[config.mk]
export PLATFORM = sky130hd
export DESIGN_NAME = turn_indicator_long_press_flasher
export DESIGN_NICKNAME = d
export VERILOG_FILES = /design/src/hw/rtl/tilpf_pkg.sv /design/src/hw/rtl/turn_indicator_long_press_flasher.sv /design/src/hw/rtl/tilpf_step.sv
export SDC_FILE = /design/constraint.sdc
export NUM_CORES = 1
export LEC_CHECK = 0
export ABC_AREA = 1
export BUFFER_PORTS_ARGS = -buffer_cell sky130_fd_sc_hd__clkbuf_2
export CAP_MARGIN = 20
export CORE_AREA = 5 5 271 273
export DETAILED_ROUTE_END_ITERATION = 16
export DIE_AREA = 0 0 276 278
export SLEW_MARGIN = 30
export SYNTH_ARGS = -nofsm -noshare
export SYNTH_HDL_FRONTEND = slang
export SYNTH_SLANG_ARGS = --single-unit
[constraint.sdc]
create_clock -name i_clk -period 14.7 [get_ports i_clk]
set_input_delay 0.735 -clock i_clk [delete_from_list [all_inputs] [get_ports i_clk]]
set_output_delay 0.735 -clock i_clk [all_outputs]
set_load 0.02 [all_outputs]
[src/hw/rtl/tilpf_pkg.sv]
// shared types and codes for the turn indicator long-press flasher
package tilpf_pkg;

    // widths of the time stamp and the configuration registers
    localparam int unsigned TIME_W = 32;
    localparam int unsigned CFG_W  = 16;

    // configuration register indexes
    localparam logic CFG_LONG_PRESS   = 1'b0;
    localparam logic CFG_BLINK_PERIOD = 1'b1;

    // reset values of the configuration registers
    localparam logic [CFG_W-1:0] LONG_PRESS_RST   = 16'd1000;
    localparam logic [CFG_W-1:0] BLINK_PERIOD_RST = 16'd300;

    // indicator mode, coded as it appears on the result word
    typedef enum logic [1:0] {
        MODE_IDLE   = 2'd0,
        MODE_LEFT   = 2'd1,
        MODE_RIGHT  = 2'd2,
        MODE_HAZARD = 2'd3
    } t_mode;

    // one button poll
    typedef struct packed {
        logic              left_pressed;
        logic              right_pressed;
        logic [TIME_W-1:0] now_ms;
    } t_in_word;

    // one result
    typedef struct packed {
        logic       left_lamp;
        logic       right_lamp;
        logic [1:0] mode;
        logic       hazard_event;
        logic       blink_refresh;
    } t_out_word;

    // flasher state carried from poll to poll
    typedef struct packed {
        t_mode             mode;
        logic [TIME_W-1:0] left_start;
        logic [TIME_W-1:0] right_start;
        logic [TIME_W-1:0] both_start;
        logic              left_fired;
        logic              right_fired;
        logic              both_fired;
        logic              left_held;
        logic              right_held;
        logic [TIME_W-1:0] last_blink;
        logic              blink_phase;
        logic [1:0]        lamps;
    } t_state;

    localparam t_state STATE_RST = '{
        mode:        MODE_IDLE,
        left_start:  '0,
        right_start: '0,
        both_start:  '0,
        left_fired:  1'b0,
        right_fired: 1'b0,
        both_fired:  1'b0,
        left_held:   1'b0,
        right_held:  1'b0,
        last_blink:  '0,
        blink_phase: 1'b0,
        lamps:       2'b00
    };

endpackage

[src/hw/rtl/turn_indicator_long_press_flasher.sv]
// top level of the turn indicator long-press flasher
//
//   channel   direction  handshake                  word
//   ---------------------------------------------------------------
//   poll      in         i_in_valid / o_in_stall    i_in_word
//   result    out        o_out_valid / i_out_stall  o_out_word
//   config    in         i_cfg_we                   i_cfg_idx, i_cfg_data
//
// one poll per cycle unless the result stalls: a poll is registered, then the
// step logic updates the flasher state and the result register from it.
// the step is gated by the result register, so a stalled result holds the
// poll register; one poll is still taken while a result waits.
// synchronous active-low reset clears state, config goes to 1000 ms / 300 ms.
module turn_indicator_long_press_flasher (
    input  logic                          i_clk,
    input  logic                          i_rst_n,
    input  logic                          i_in_valid,
    output logic                          o_in_stall,
    input  tilpf_pkg::t_in_word           i_in_word,
    output logic                          o_out_valid,
    input  logic                          i_out_stall,
    output tilpf_pkg::t_out_word          o_out_word,
    input  logic                          i_cfg_we,
    input  logic                          i_cfg_idx,
    input  logic [tilpf_pkg::CFG_W-1:0]   i_cfg_data
);

    logic                         r_in_vld;
    tilpf_pkg::t_in_word          r_in_word;
    logic                         r_out_vld;
    tilpf_pkg::t_out_word         r_out_word;
    tilpf_pkg::t_state            r_state;
    tilpf_pkg::t_state            n_state;
    tilpf_pkg::t_out_word         n_out_word;
    logic [tilpf_pkg::CFG_W-1:0]  r_long_press_ms;
    logic [tilpf_pkg::CFG_W-1:0]  r_blink_period_ms;
    logic                         step_go;
    logic                         in_take;

    // pipeline control
    assign step_go    = r_in_vld && (!r_out_vld || !i_out_stall);
    assign o_in_stall = r_in_vld && !step_go;
    assign in_take    = i_in_valid && !o_in_stall;

    // configuration registers
    always_ff @(posedge i_clk) begin
        if (!i_rst_n) begin
            r_long_press_ms   <= tilpf_pkg::LONG_PRESS_RST;
            r_blink_period_ms <= tilpf_pkg::BLINK_PERIOD_RST;
        end else if (i_cfg_we) begin
            case (i_cfg_idx)
                tilpf_pkg::CFG_LONG_PRESS:   r_long_press_ms   <= i_cfg_data;
                tilpf_pkg::CFG_BLINK_PERIOD: r_blink_period_ms <= i_cfg_data;
                default: ;
            endcase
        end
    end

    // poll register
    always_ff @(posedge i_clk) begin
        if (!i_rst_n) begin
            r_in_vld <= 1'b0;
        end else if (in_take) begin
            r_in_vld <= 1'b1;
        end else if (step_go) begin
            r_in_vld <= 1'b0;
        end
    end

    always_ff @(posedge i_clk) begin
        if (in_take) begin
            r_in_word <= i_in_word;
        end
    end

    // step logic
    tilpf_step u_step (
        .i_state           (r_state),
        .i_word            (r_in_word),
        .i_long_press_ms   (r_long_press_ms),
        .i_blink_period_ms (r_blink_period_ms),
        .o_state           (n_state),
        .o_word            (n_out_word)
    );

    // flasher state
    always_ff @(posedge i_clk) begin
        if (!i_rst_n) begin
            r_state <= tilpf_pkg::STATE_RST;
        end else if (step_go) begin
            r_state <= n_state;
        end
    end

    // result register
    always_ff @(posedge i_clk) begin
        if (!i_rst_n) begin
            r_out_vld <= 1'b0;
        end else if (step_go) begin
            r_out_vld <= 1'b1;
        end else if (!i_out_stall) begin
            r_out_vld <= 1'b0;
        end
    end

    always_ff @(posedge i_clk) begin
        if (step_go) begin
            r_out_word <= n_out_word;
        end
    end

    assign o_out_valid = r_out_vld;
    assign o_out_word  = r_out_word;

    // a hazard event always leaves the block in hazard mode
    a_hazard_mode: assert property (@(posedge i_clk) disable iff (!i_rst_n)
        (o_out_valid && o_out_word.hazard_event) |->
            (o_out_word.mode == tilpf_pkg::MODE_HAZARD))
        else $error("hazard event without hazard mode");

    // a held poll is not overwritten
    a_poll_hold: assert property (@(posedge i_clk) disable iff (!i_rst_n)
        (r_in_vld && !step_go) |=> (r_in_vld && $stable(r_in_word)))
        else $error("poll register lost a word");

    // lamps change only on a blink refresh
    a_lamps_refresh: assert property (@(posedge i_clk) disable iff (!i_rst_n)
        (!step_go || !n_out_word.blink_refresh) |=> $stable(r_state.lamps))
        else $error("lamps changed without refresh");

    // reset empties the result register
    a_reset_empty: assert property (@(posedge i_clk)
        !i_rst_n |=> !o_out_valid)
        else $error("result valid after reset");

endmodule

[src/hw/rtl/tilpf_step.sv]
// combinational update of the flasher state for one poll
module tilpf_step (
    input  tilpf_pkg::t_state                 i_state,
    input  tilpf_pkg::t_in_word               i_word,
    input  logic [tilpf_pkg::CFG_W-1:0]       i_long_press_ms,
    input  logic [tilpf_pkg::CFG_W-1:0]       i_blink_period_ms,
    output tilpf_pkg::t_state                 o_state,
    output tilpf_pkg::t_out_word              o_word
);

    // wrapped elapsed time compared against a 16-bit limit
    function automatic logic elapsed_ge(
        input logic [tilpf_pkg::TIME_W-1:0] cur_ms,
        input logic [tilpf_pkg::TIME_W-1:0] start_ms,
        input logic [tilpf_pkg::CFG_W-1:0]  limit
    );
        logic [tilpf_pkg::TIME_W-1:0] diff;
        diff = cur_ms - start_ms;
        return (diff[tilpf_pkg::TIME_W-1:tilpf_pkg::CFG_W] != '0) ||
               (diff[tilpf_pkg::CFG_W-1:0] >= limit);
    endfunction

    logic                         lt;
    logic                         rt;
    logic [tilpf_pkg::TIME_W-1:0] now_ms;
    logic [tilpf_pkg::TIME_W-1:0] left_start;
    logic [tilpf_pkg::TIME_W-1:0] right_start;
    logic [tilpf_pkg::TIME_W-1:0] both_start;
    logic                         left_fired;
    logic                         right_fired;
    logic                         both_fired;
    logic                         left_fire;
    logic                         right_fire;
    logic                         both_fire;
    logic                         refresh;
    logic                         phase;
    logic [1:0]                   lamps;
    tilpf_pkg::t_mode             mode_l;
    tilpf_pkg::t_mode             mode_r;
    tilpf_pkg::t_mode             mode_h;

    assign lt     = i_word.left_pressed;
    assign rt     = i_word.right_pressed;
    assign now_ms = i_word.now_ms;

    // press start times and fire flags, zero start means not pressed
    always_comb begin
        both_start  = i_state.both_start;
        left_start  = i_state.left_start;
        right_start = i_state.right_start;
        left_fired  = i_state.left_fired;
        right_fired = i_state.right_fired;
        both_fired  = i_state.both_fired;
        if (lt && rt && !(i_state.left_held && i_state.right_held)) begin
            both_start = now_ms;
        end
        if (!lt) begin
            left_fired = 1'b0;
            left_start = '0;
        end
        if (!rt) begin
            right_fired = 1'b0;
            right_start = '0;
        end
        if (!lt || !rt) begin
            both_fired = 1'b0;
            both_start = '0;
        end
        if (lt && (left_start == '0)) begin
            left_start = now_ms;
        end
        if (rt && (right_start == '0)) begin
            right_start = now_ms;
        end
    end

    // long-press detection, each press fires once per hold
    assign left_fire  = lt && !left_fired &&
                        elapsed_ge(now_ms, left_start, i_long_press_ms);
    assign right_fire = rt && !right_fired &&
                        elapsed_ge(now_ms, right_start, i_long_press_ms);
    assign both_fire  = lt && rt && !both_fired &&
                        elapsed_ge(now_ms, both_start, i_long_press_ms);

    // mode update: left, then right, then hazard overrides
    always_comb begin
        mode_l = i_state.mode;
        if (left_fire) begin
            mode_l = ((i_state.mode == tilpf_pkg::MODE_IDLE) ||
                      (i_state.mode == tilpf_pkg::MODE_RIGHT)) ?
                     tilpf_pkg::MODE_LEFT : tilpf_pkg::MODE_IDLE;
        end
        mode_r = mode_l;
        if (right_fire) begin
            mode_r = ((mode_l == tilpf_pkg::MODE_IDLE) ||
                      (mode_l == tilpf_pkg::MODE_LEFT)) ?
                     tilpf_pkg::MODE_RIGHT : tilpf_pkg::MODE_IDLE;
        end
        mode_h = both_fire ? tilpf_pkg::MODE_HAZARD : mode_r;
    end

    // blink phase toggle and lamp refresh
    assign refresh = elapsed_ge(now_ms, i_state.last_blink, i_blink_period_ms);
    assign phase   = i_state.blink_phase ^ refresh;

    always_comb begin
        lamps = i_state.lamps;
        if (refresh) begin
            case (mode_h)
                tilpf_pkg::MODE_LEFT:   lamps = {1'b0, phase};
                tilpf_pkg::MODE_RIGHT:  lamps = {phase, 1'b0};
                tilpf_pkg::MODE_HAZARD: lamps = {phase, phase};
                default:                lamps = 2'b00;
            endcase
        end
    end

    // next state
    always_comb begin
        o_state.mode        = mode_h;
        o_state.left_start  = left_start;
        o_state.right_start = right_start;
        o_state.both_start  = both_start;
        o_state.left_fired  = left_fired || left_fire;
        o_state.right_fired = right_fired || right_fire;
        o_state.both_fired  = both_fired || both_fire;
        o_state.left_held   = lt;
        o_state.right_held  = rt;
        o_state.last_blink  = refresh ? now_ms : i_state.last_blink;
        o_state.blink_phase = phase;
        o_state.lamps       = lamps;
    end

    // result word
    always_comb begin
        o_word.left_lamp     = lamps[0];
        o_word.right_lamp    = lamps[1];
        o_word.mode          = mode_h;
        o_word.hazard_event  = both_fire;
        o_word.blink_refresh = refresh;
    end

endmodule

# Word-level counts from Yosys, hierarchy flattened
# Index checks and enable logic that the tools add are counted.
[classes]
n_lt_le_gt_ge = 4
addsub = 4
n_eq_ne = 6
mux = 20
bitwise = 2
reduce_logical = 47
[ops]
columns = ["operator", "n"]
rows = [
  ["$mux 32", 6],
  ["$sub 32x32->32", 4],
  ["$ge 16x16->1", 4],
  ["$logic_not 32->1", 2],
  ["$reduce_bool 16->1", 4],
  ["$logic_and 1x1->1", 14],
  ["$logic_or 1x1->1", 11],
  ["$logic_not 1->1", 10],
  ["$mux 2", 5],
  ["$mux 1", 8],
  ["$eq 2x2->1 const B", 3],
  ["$pmux 2 s3", 1],
  ["$reduce_and 2->1", 3],
  ["$eq 2x1->1 const B", 2],
  ["$logic_not 2->1", 2],
  ["$ne 2x1->1 const B", 1],
  ["$reduce_bool 2->1", 1],
  ["$not 1->1", 1],
  ["$xor 1x1->1", 1],
]
[word_totals]
regBits = 212
inputBits = 56
output_inout_bits = 8
wordCells = 107

# Depth between registers and ports, before layout
# Gate-level depths: netlist (run 1).
[logic_depth]
depth_word = 17
ltp_mapped = 40
mapped_depth_nobuf = 36

# Hierarchy
# From an unflattened synthesis (run 1), not the netlist that was laid out.
[hier_totals]
hier_cells = 3093
hier_area_um2 = 19591.3
[by_module_without_submodules]
columns = ["module", "area_per_inst_um2", "instances", "seq_area_each_um2", "cells_each"]
rows = [
  ["tilpf_step", 11003.1, 1, 0.0, 1984],
  ["turn_indicator_long_press_flasher", 8588.2, 1, 4644.5, 1109],
]

# Worst setup path after synthesis (run 1)
# Ideal clock, no wire load.
[synth_path]
kind = "reg2reg"
startpoint = "reg r_in_word[32] in the netlist's numbering"
endpoint = "reg r_out_word (netlist bit o_out_word[4]), data pin"
t_arrival_ns = 4.525
synth_period_minus_slack_ns = 4.781
required_ns = 14.444
n_path_buf = 3
path_slack_ns = 9.919
path_stages_with_launch = 31
setup_ns = 0.256
cell_sequence = "edfxtp_1 -> clkbuf_1 -> clkbuf_1 -> nand2_1 -> nand4_1 -> nor4_1 -> nand2_1 -> clkbuf_1 -> o21ai_0 -> inv_1 -> ha_1 -> nand2_1 -> nor3_1 -> nor2_1 -> o21ai_1 -> a21oi_1 -> o21ai_0 -> xor2_1 -> ha_1 -> a21oi_1 -> o21ai_0 -> nand2_1 -> o2111ai_1 -> a31oi_1 -> nand4_1 -> nand2_1 -> inv_1 -> nand2_1 -> nand3_2 -> nand2_1 -> o21ai_1"
[synth_lines]
columns = ["element", "line_no", "text"]
rows = [
  ["from (decl)", "turn_indicator_long_press_flasher.sv:29", "tilpf_pkg::t_in_word r_in_word;"],
  ["from (signal assigned)", "turn_indicator_long_press_flasher.sv:72", "r_in_word <= i_in_word;"],
  ["to (signal assigned)", "turn_indicator_long_press_flasher.sv:108", "r_out_word <= n_out_word;"],
  ["to (decl)", "turn_indicator_long_press_flasher.sv:31", "tilpf_pkg::t_out_word r_out_word;"],
]

==> flow_summary_export.csv, run 1 <==
group,metric,value,unit
synth,syn_area_per_cell,6.84,sq um
drt,firstDrtPassIters,6,
synth,synth-edff-count,40,
synth,ys_seq_elements,212,
drt,viasPerCell,4.82,
synth,synth_area_leaders,"dfxtp_1, ha_1, nand2_1",
synth,postSynth.asyncResetShare,0,
drt,routed_wl,59.9,mm
die,dieArea,76700,sq um
worst_setup_path,crit_arrival,6.93,ns
layout,fill_cells,7944,
drt,drc,0,
die,coreArea,70900,sq um
timing,whs,0.349,ns
synth,netlist.area_leader.share,0.197,
worst_setup_path,path_class,"reg -> reg",
synth,synthDistinctLibCells,54,
layout,final_layout_size_suffix_gt1_frac,0.0657,
job,maxCapViolCount,0,
power_and_ir_drop,p_leak,8.77,nW
clock_network,postCtsSetupRepairBufs,0,
timing,slew_viol_final,0,
worst_setup_path,ff2ff_setup_slack,8.07,ns
timing,fin_skew,0.0144,ns
worst_setup_path,r2r_start,"r_in_word[32]$_DFFE_PP_",
synth,ys_seq_area_frac,0.266,
clock_network,clock_sinks,212,
timing,max_slew_margin,0.383,
place,port_buffers,63,
worst_setup_path,cp_max_fo,19,
hold_path,worstHoldStart,"i_in_word[4]",
place,hpwl,47.0,mm
drt,routedWlPerCell,16.9,um
run_status,outcome,"finished clean",
clock_network,cts_buffer_depth,3,
timing,finalCritPeriodShare,0.451,
worst_setup_path,slowest_delay,0.64,ns
place,routabilityCongestion,0.943,
clock_network,htreeDepth,1,
synth,synth_area,17400,sq um
worst_setup_path,crit_path_frequent_cell,"nand2_1",
timing,worstMarginPinSlew,0.925,ns
worst_setup_path,r2r_cells,29,
power_and_ir_drop,internal_power,0.00129,W
clock_network,clock_tree.root_cell,"clkbuf_16",
clock_network,clk_pin_slew,0.06,ns
layout,regArea,4640,sq um
synth,synth_cells,2550,
worst_setup_path,cpLargestDelayFamily,"simple AND/OR/NAND/NOR gates",
drt,vias,17100,
synth,synthSimpleGateAreaFrac,0.214,
timing,rsz0062_at_grt,"no",
clock_network,cts-hold-fix-buffers,0,
synth,synth_fa_ha_area_frac,0.137,
synth,ys_warn_count,0,
worst_setup_path,cp_data_required_time,15.00,ns
worst_setup_path,cp-start-kind,"flop",
worst_setup_path,worst-path-buf-inv,4,
timing,period_needed,6.63,ns
power_and_ir_drop,p_per_area,105,nW/um^2
hold_path,whs_endpoint,"r_in_word[4]$_DFFE_PP_",
synth,synth-compound-area-share,0.235,
clock_network,cts_made_buffers,29,
worst_setup_path,crit_path_top_delay_cell,"edfxtp_1",
synth,syn_nets,2794,
grt,antenna_found_initial,0,
die,initial_core_util,0.246,
power_and_ir_drop,p_seq_frac,0.326,
power_and_ir_drop,ir_drop,0.0000777,V
timing,setup_viol,0,
synth,synthMuxAreaShare,0.000574,
layout,fin_nets,2825,
synth,synth_largest_area_cell,"dfxtp_1",
layout,multiInputGateArea,11100,sq um
layout,antennaDiodeCount,0,
grt,grt_max_degree,98,
power_and_ir_drop,p_sw_frac,0.372,
grt,grt_pass1_wl,92.6,mm
die,row_count,98,
power_and_ir_drop,p_switching,0.000764,W
hold_path,min_delay_path_depth,1,
worst_setup_path,end_kind,"flop",
layout,final_cell_mix,"nand2_1, inv_1, a21oi_1, o21ai_0, nor2_1",
grt,grt_pass1_vias,16400,
timing,finalHoldViolations,0,
drt,ant_nets,0,
timing,fmax,151,MHz
power_and_ir_drop,comb_power_share,0.332,
worst_setup_path,r2r_end,"o_out_word[4]$_DFFE_PP_",
clock_network,post_cts_resized,0,
drt,drtIter0Drc,1335,
clock_network,cts_tree,"yes",
die,io_pins,64,
synth,synth_ff_type,"dfxtp_1",
synth,synth_top_family_by_area,"compound AO/OA/AOI/OAI gates",
die,die_x,276,um
grt,grt_overflow_total,0,
hold_path,hp-class,"in -> reg",
layout,layout_commonest_cell,"nand2_1",
timing,timing.setup.tns,0,ns
power_and_ir_drop,p_clk_frac,0.342,
clock_network,clkLatencyLatePin,0.57,ns
die,die_y,278,um
grt,track_usage,0.150,
synth,synth-xor-area-share,0.0482,
layout,synthToLayoutAreaGrowth,12.7,%
## final cells by class
type,count,share of cell area
clock buffer,36,0.0398
clock inverter,16,0.00732
inverter,370,0.0708
multi-input combinational,1894,0.564
sequential,212,0.236
tap,950,0.0605
timing repair buffer,74,0.0218
## sequential cells by signal, indices dropped and copies added (netlist names)
signal,count
r_state,138
r_in_vld,1
o_out_word,6
r_blink_period_ms,16
r_in_word,34
o_out_valid,1
r_long_press_ms,16
## per-stage QoR
stage               setup WS (ns)  cells  total power (W)  utilization  cell area, sq um
floorplan                    9.92   2550          0.00117            -             17400
global placement             7.98   3498          0.00135        0.264             18700
detailed placement           7.84   3498          0.00136        0.264             18700
CTS                          7.81   3550          0.00207        0.277             19600
global route                 7.47   3552          0.00219        0.277             19700
finish                       8.07   3552          0.00206        0.277             19700
## cells by family after synthesis
family                     count (synthesis)
and+or+nand+nor                          874
AOI/OAI and AO/OA                        735
buffers and inverters                    444
DFF                                      212
adders and majority gates                188
xor gates and xnor gates                  96
muxes                                      1
## worst max-delay path by stage
stage	from	end	slack [ns]	depth (start not counted)
after floorplan	r_in_word[32]$_DFFE_PP_	o_out_word[4]$_DFFE_PP_	9.92	30
after global placement	r_in_word[32]$_DFFE_PP_	o_out_word[4]$_DFFE_PP_	7.98	29
after detailed placement	r_in_word[32]$_DFFE_PP_	o_out_word[4]$_DFFE_PP_	7.84	29
after CTS	r_in_word[32]$_DFFE_PP_	o_out_word[4]$_DFFE_PP_	7.81	29
after global routing	r_in_word[32]$_DFFE_PP_	o_out_word[4]$_DFFE_PP_	7.47	29
final	r_in_word[32]$_DFFE_PP_	o_out_word[4]$_DFFE_PP_	8.07	29
## synth_stat cells (4+ instances only)
library cell / instances
nand2_1: 489
inv_1: 361
a21oi_1: 294
o21ai_0: 265
nor2_1: 187
ha_1: 184
dfxtp_1: 172
o211ai_1: 89
nand3_1: 72
xor2_1: 66
clkbuf_1: 51
edfxtp_1: 40
nor3_1: 33
nand4_1: 30
xnor2_1: 30
nand2_2: 24
o21a_1: 19
nor4_1: 13
a31oi_1: 12
a21o_1: 11
buf_1: 10
o21ai_1: 9
o21bai_1: 9
buf_6: 7
a21boi_0: 6
inv_2: 6
a211oi_1: 5
buf_2: 5
nand3_2: 5
fa_1: 4
nand3_4: 4
nand3b_1: 4
## power by group through the flow
stage,Combinational [W],Sequential [W],Clock [W]
after global routing,0.000777,0.000674,0.000742
after detailed placement,0.000674,0.000682,0
after global placement,0.000670,0.000682,0
after CTS,0.000677,0.000670,0.000720
final,0.000682,0.000670,0.000703
after floorplan,0.000510,0.000664,0
## per-layer routing
metal | vias to the layer above | global-route usage | wire (um)
met3 | 78 | 0.0199 | 2920
met2 | 409 | 0.259 | 28100
met4 | 0 | 0.0393 | 1450
met1 | 7942 | 0.198 | 27400
li1 | 8687 | - | -
met5 | - | 0 | 0
Power figures use the tool's default switching activity.
==> run 2: changes to the inputs <==
==> constraint.sdc (replaced) <==
create_clock -name i_clk -period 6.7 [get_ports i_clk]
set_input_delay 0.335 -clock i_clk [delete_from_list [all_inputs] [get_ports i_clk]]
set_output_delay 0.335 -clock i_clk [all_outputs]
set_load 0.02 [all_outputs]
==> run 2 against run 1 <==
Wire length shrank 1.2%; clock skew up 0.0026 ns; critical path depth unchanged; power grew 120%; final cell count up 1.2%; die area stayed put; clock-buffer cell count stayed put; register-to-register slack worse by 7.4 ns; fmax is 10% higher; worst setup slack worse by 7.4 ns; core utilization rose by 0.59 points; critical endpoint unchanged.
==> flow_summary_export.csv, run 2 (synthesis results as in run 1) <==
group,metric,value,unit
clock_network,cts_buffer_depth,3,
layout,layout_commonest_cell,"nand2_1",
layout,multiInputGateArea,11100,sq um
place,routabilityCongestion,0.944,
clock_network,postCtsSetupRepairBufs,0,
timing,fmax,166,MHz
drt,vias,17300,
worst_setup_path,r2r_start,"r_in_word[32]$_DFFE_PP_",
place,hpwl,46.4,mm
die,io_pins,64,
worst_setup_path,r2r_end,"o_out_word[4]$_DFFE_PP_",
die,row_count,98,
layout,largest_register_ffs,138,
layout,final_layout_size_suffix_gt1_frac,0.0677,
layout,antennaDiodeCount,0,
power_and_ir_drop,finalPower,0.00459,W
die,dieArea,76700,sq um
worst_setup_path,crit_path_top_delay_cell,"nor4_1",
grt,antenna_found_initial,2,
worst_setup_path,r2r_cells,29,
layout,reg.largest.list,"r_state (138), r_in_word (34)",
grt,track_usage,0.148,
worst_setup_path,slowest_delay,0.40,ns
power_and_ir_drop,comb_power_share,0.330,
clock_network,htreeDepth,1,
power_and_ir_drop,p_seq_frac,0.318,
worst_setup_path,crit_arrival,6.33,ns
run_status,outcome,"finished clean",
power_and_ir_drop,p_per_area,229,nW/um^2
layout,fill_cells,7799,
layout,regArea,4640,sq um
power_and_ir_drop,ir_drop,0.000216,V
timing,timing.setup.tns,0,ns
hold_path,hp-class,"in -> reg",
worst_setup_path,end_kind,"flop",
drt,ant_nets,0,
timing,max_slew_margin,0.377,
grt,grt_pass1_wl,91.2,mm
layout,top_register,"r_state",
die,coreArea,70900,sq um
layout,fin_util,0.283,
drt,routedWlPerCell,16.5,um
timing,finalHoldViolations,0,
timing,fin_skew,0.0170,ns
place,port_buffers,63,
drt,firstDrtPassIters,6,
worst_setup_path,ff2ff_setup_slack,0.68,ns
worst_setup_path,cp_data_required_time,7.01,ns
layout,final_cell_mix,"nand2_1, inv_1, a21oi_1, o21ai_0, nor2_1",
clock_network,clk_pin_slew,0.06,ns
grt,grt_pass1_vias,16500,
clock_network,cts_tree,"yes",
layout,synthToLayoutAreaGrowth,15.1,%
clock_network,clkLatencyLatePin,0.57,ns
drt,routed_wl,59.2,mm
grt,grt_max_degree,108,
hold_path,worstHoldStart,"i_cfg_data[8]",
drt,drtIter0Drc,1355,
worst_setup_path,path_class,"reg -> reg",
hold_path,whs_endpoint,"r_long_press_ms[8]$_SDFFE_PN1P_",
power_and_ir_drop,p_switching,0.00167,W
job,maxCapViolCount,0,
power_and_ir_drop,p_leak,8.97,nW
power_and_ir_drop,internal_power,0.00292,W
timing,finalCritPeriodShare,0.899,
timing,rsz0062_at_grt,"no",
clock_network,cts_made_buffers,28,
die,initial_core_util,0.246,
hold_path,min_delay_path_depth,3,
drt,viasPerCell,4.81,
power_and_ir_drop,p_sw_frac,0.364,
power_and_ir_drop,p_clk_frac,0.351,
die,die_y,278,um
timing,worstMarginPinSlew,0.934,ns
worst_setup_path,cp-start-kind,"flop",
timing,slew_viol_final,0,
grt,grt_overflow_total,0,
die,die_x,276,um
worst_setup_path,cp_max_fo,35,
timing,period_needed,6.02,ns
worst_setup_path,crit_path_frequent_cell,"nand2_1",
layout,fin_nets,2866,
clock_network,clock_tree.root_cell,"clkbuf_16",
clock_network,clock_sinks,212,
place,place_ws,0.651,ns
timing,setup_viol,0,
timing,setup_slack,0.675,ns
drt,drc,0,
## run 2: worst max path at each step
stage	slack [ns]	start	endpoint
after floorplan	1.92	r_in_word[32]$_DFFE_PP_	o_out_word[4]$_DFFE_PP_
after global placement	0.63	r_in_word[32]$_DFFE_PP_	o_out_word[4]$_DFFE_PP_
after detailed placement	0.65	r_in_word[32]$_DFFE_PP_	o_out_word[4]$_DFFE_PP_
after CTS	0.61	r_in_word[32]$_DFFE_PP_	o_out_word[4]$_DFFE_PP_
after global routing	0.02	r_in_word[32]$_DFFE_PP_	o_out_word[4]$_DFFE_PP_
final	0.68	r_in_word[32]$_DFFE_PP_	o_out_word[4]$_DFFE_PP_
## run 2: per-stage QoR
stage	instance area [sq um]	cells	hold WS (ns)
after global routing	20100	3594	0.0243
after floorplan	17400	2550	0.433
final	20100	3594	0.0296
after detailed placement	18800	3508	0.451
after CTS	20100	3594	0.00973
after global placement	18800	3508	0.442
## run 2: cell type report
cell class              count  share of cell area
multi-input cells        1894               0.552
inverters                 370              0.0693
well taps                 950              0.0592
flip-flops and latches    212               0.231
clock buffers              36              0.0389
repair buffers            116              0.0401
clock inverters            16             0.00947
## run 2: per-layer routing
| metal | up-vias | wire [um] | GRT usage |
|---|---|---|---|
| met3 | 81 | 3320 | 0.0152 |
| met2 | 447 | 27000 | 0.251 |
| li1 | 8771 | - | - |
| met1 | 7976 | 27300 | 0.201 |
| met5 | - | 7 | 0 |
| met4 | 2 | 1560 | 0.0407 |
## run 2: critical path: cells and delay by family, from the launching register on
kind | cells | cell delay, ns
buf+inv | 4 | 0.60
simple gates | 13 | 2.20
compound gates | 9 | 1.85
flops | 1 | 0.32
fa+ha+maj | 2 | 0.60
xor+xnor | 1 | 0.18
## run 2: what timing repair did
action	4_1_cts	5_1_grt
setup endpoints to repair	0	3
hold endpoints to repair	34	0
hold buffers	34	0
resized for setup	0	1
## run 2: power groups by stage
stage	Sequential [W]	Combinational, W	Clock, W
6_report	0.00146	0.00152	0.00161
3_3_place_gp	0.00149	0.00148	0
3_5_place_dp	0.00149	0.00148	0
4_1_cts	0.00146	0.00151	0.00165
2_1_floorplan	0.00146	0.00112	0
5_1_grt	0.00147	0.00173	0.00169
==> run 3: changes to the inputs <==
--- a/config.mk
+++ b/config.mk
@@ -9,6 +9,7 @@
 export BUFFER_PORTS_ARGS = -buffer_cell sky130_fd_sc_hd__clkbuf_2
 export CAP_MARGIN = 20
 export CORE_AREA = 5 5 271 273
+export CTS_BUF_LIST = sky130_fd_sc_hd__clkbuf_16
 export DETAILED_ROUTE_END_ITERATION = 16
 export DIE_AREA = 0 0 276 278
 export SLEW_MARGIN = 30
==> run 3 against run 2 <==
Die area stayed put; global-route usage hardly changed; sequential share of layout area hardly changed; non-clock buffer count stayed put; clock skew is 0.0027 ns lower; flip-flop and latch count stayed put; cell area is 0.15% lower.
==> flow_summary_export.csv, run 3 (synthesis results as in run 1) <==
group,metric,value,unit
timing,rsz0062_at_grt,"no",
worst_setup_path,crit_path_top_delay_cell,"nor4_1",
timing,finalHoldViolations,0,
timing,fin_skew,0.0143,ns
clock_network,cts_buffer_depth,3,
drt,routed_wl,59.3,mm
place,port_buffers,63,
drt,firstDrtPassIters,7,
worst_setup_path,slowest_delay,0.41,ns
grt,grt_pass1_wl,91.1,mm
drt,ant_nets,0,
grt,grt_max_degree,108,
layout,multiInputGateArea,11100,sq um
worst_setup_path,crit_path_frequent_cell,"nand2_1",
layout,regArea,4640,sq um
worst_setup_path,r2r_start,"r_in_word[32]$_DFFE_PP_",
grt,grt_pass1_vias,16500,
clock_network,htreeDepth,1,
grt,antenna_found_initial,2,
layout,largest_register_ffs,138,
drt,viasPerCell,4.80,
worst_setup_path,path_class,"reg -> reg",
layout,top_register,"r_state",
power_and_ir_drop,p_leak,8.97,nW
worst_setup_path,cp-start-kind,"flop",
worst_setup_path,crit_arrival,6.34,ns
layout,synthToLayoutAreaGrowth,15.0,%
drt,drc,0,
layout,fin_nets,2866,
timing,setup_viol,0,
timing,worstMarginPinSlew,0.957,ns
timing,max_slew_margin,0.362,
clock_network,clk_pin_slew,0.06,ns
clock_network,clkLatencyLatePin,0.56,ns
layout,stdcell_count,3594,
timing,whs,0.0299,ns
worst_setup_path,cp_max_fo,35,
grt,track_usage,0.148,
grt,grt_overflow_total,0,
power_and_ir_drop,ir_drop,0.000215,V
hold_path,min_delay_path_depth,3,
timing,timing.setup.tns,0,ns
place,routabilityCongestion,0.944,
die,io_pins,64,
timing,finalCritPeriodShare,0.900,
layout,final_cell_mix,"nand2_1, inv_1, a21oi_1, o21ai_0, nor2_1",
clock_network,clock_tree.root_cell,"clkbuf_16",
hold_path,worstHoldStart,"i_cfg_data[8]",
layout,fin_util,0.283,
layout,layout_commonest_cell,"nand2_1",
drt,vias,17300,
place,hpwl,46.4,mm
die,die_y,278,um
job,maxCapViolCount,0,
drt,drtIter0Drc,1353,
die,coreArea,70900,sq um
worst_setup_path,r2r_cells,29,
run_status,outcome,"finished clean",
layout,antennaDiodeCount,0,
clock_network,cts_tree,"yes",
power_and_ir_drop,p_per_area,227,nW/um^2
die,row_count,98,
clock_network,postCtsSetupRepairBufs,0,
timing,period_needed,6.03,ns
hold_path,hp-class,"in -> reg",
place,dp.cells,3508,
drt,routedWlPerCell,16.5,um
die,dieArea,76700,sq um
timing,slew_viol_final,0,
layout,reg.largest.list,"r_state (138), r_in_word (34)",
clock_network,cts_made_buffers,28,
worst_setup_path,r2r_end,"o_out_word[4]$_DFFE_PP_",
timing,fmax,166,MHz
worst_setup_path,ff2ff_setup_slack,0.67,ns
layout,fill_cells,7799,
hold_path,whs_endpoint,"r_long_press_ms[8]$_SDFFE_PN1P_",
clock_network,clock_sinks,212,
worst_setup_path,end_kind,"flop",
layout,final_layout_size_suffix_gt1_frac,0.0666,
worst_setup_path,cp_data_required_time,7.01,ns
die,die_x,276,um
die,initial_core_util,0.246,
run 3: cell count changes in the layout (fill, tap and decap cells not counted), sizes merged:
| cell | before | now |
|---|---|---|
| clkbuf | 98 | 91 |
| inv | 371 | 375 |
| clkinv | 10 | 13 |
run 3: worst max-delay path by stage:
stage                                  startpoint                      end  cells after the start
final                     r_in_word[32]$_DFFE_PP_  o_out_word[4]$_DFFE_PP_                     29
after detailed placement  r_in_word[32]$_DFFE_PP_  o_out_word[4]$_DFFE_PP_                     29
after global routing      r_in_word[32]$_DFFE_PP_  o_out_word[4]$_DFFE_PP_                     29
after floorplan           r_in_word[32]$_DFFE_PP_  o_out_word[4]$_DFFE_PP_                     30
after global placement    r_in_word[32]$_DFFE_PP_  o_out_word[4]$_DFFE_PP_                     29
after CTS                 r_in_word[32]$_DFFE_PP_  o_out_word[4]$_DFFE_PP_                     29
run 3: metal layers:
layer  global-route usage  vias up  wire, um
li1                     -     8778         -
met1                0.201     7962     27300
met2                0.250      430     27000
met3               0.0154       79      3330
met4               0.0407        2      1560
met5                    0        -         7
run 3: layout make-up:
class	count	share of cell area
Clock buffer	29	0.0362
Sequential cell	212	0.232
Inverter	370	0.0694
Tap cell	950	0.0593
Clock inverter	23	0.0108
Timing Repair Buffer	116	0.0401
Multi-Input combinational cell	1894	0.553
run 3: stage by stage:
step	total power [W]	setup slack, ns	instance area, sq um
2_1_floorplan	0.00257	1.92	17400
3_3_place_gp	0.00296	0.632	18800
3_5_place_dp	0.00297	0.651	18800
4_1_cts	0.00458	0.608	20000
5_1_grt	0.00485	0.0182	20100
6_report	0.00455	0.669	20100
run 3: report_power, final:
group	switching (W)	leakage [nW]	internal, W
Sequential	0.0000736	1.80	0.00139
Clock	0.000634	0.476	0.000937
Combinational	0.000965	6.69	0.000554
Total	0.00167	8.97	0.00288
run 3: timing repair:
item / 4_1_cts / 5_1_grt
hold buffers: 34 / 0
gates resized for setup: 0 / 1
endpoints found under the hold margin: 34 / 0
endpoints found under the setup margin: 0 / 3
run 3: worst max-delay path, delay by kind of cell (launching register included):
kind	cells	cell delay, ns
buf+inv	4	0.59
fa+ha+maj	2	0.60
xor+xnor	1	0.18
flops	1	0.33
simple gates	13	2.21
compound gates	9	1.86
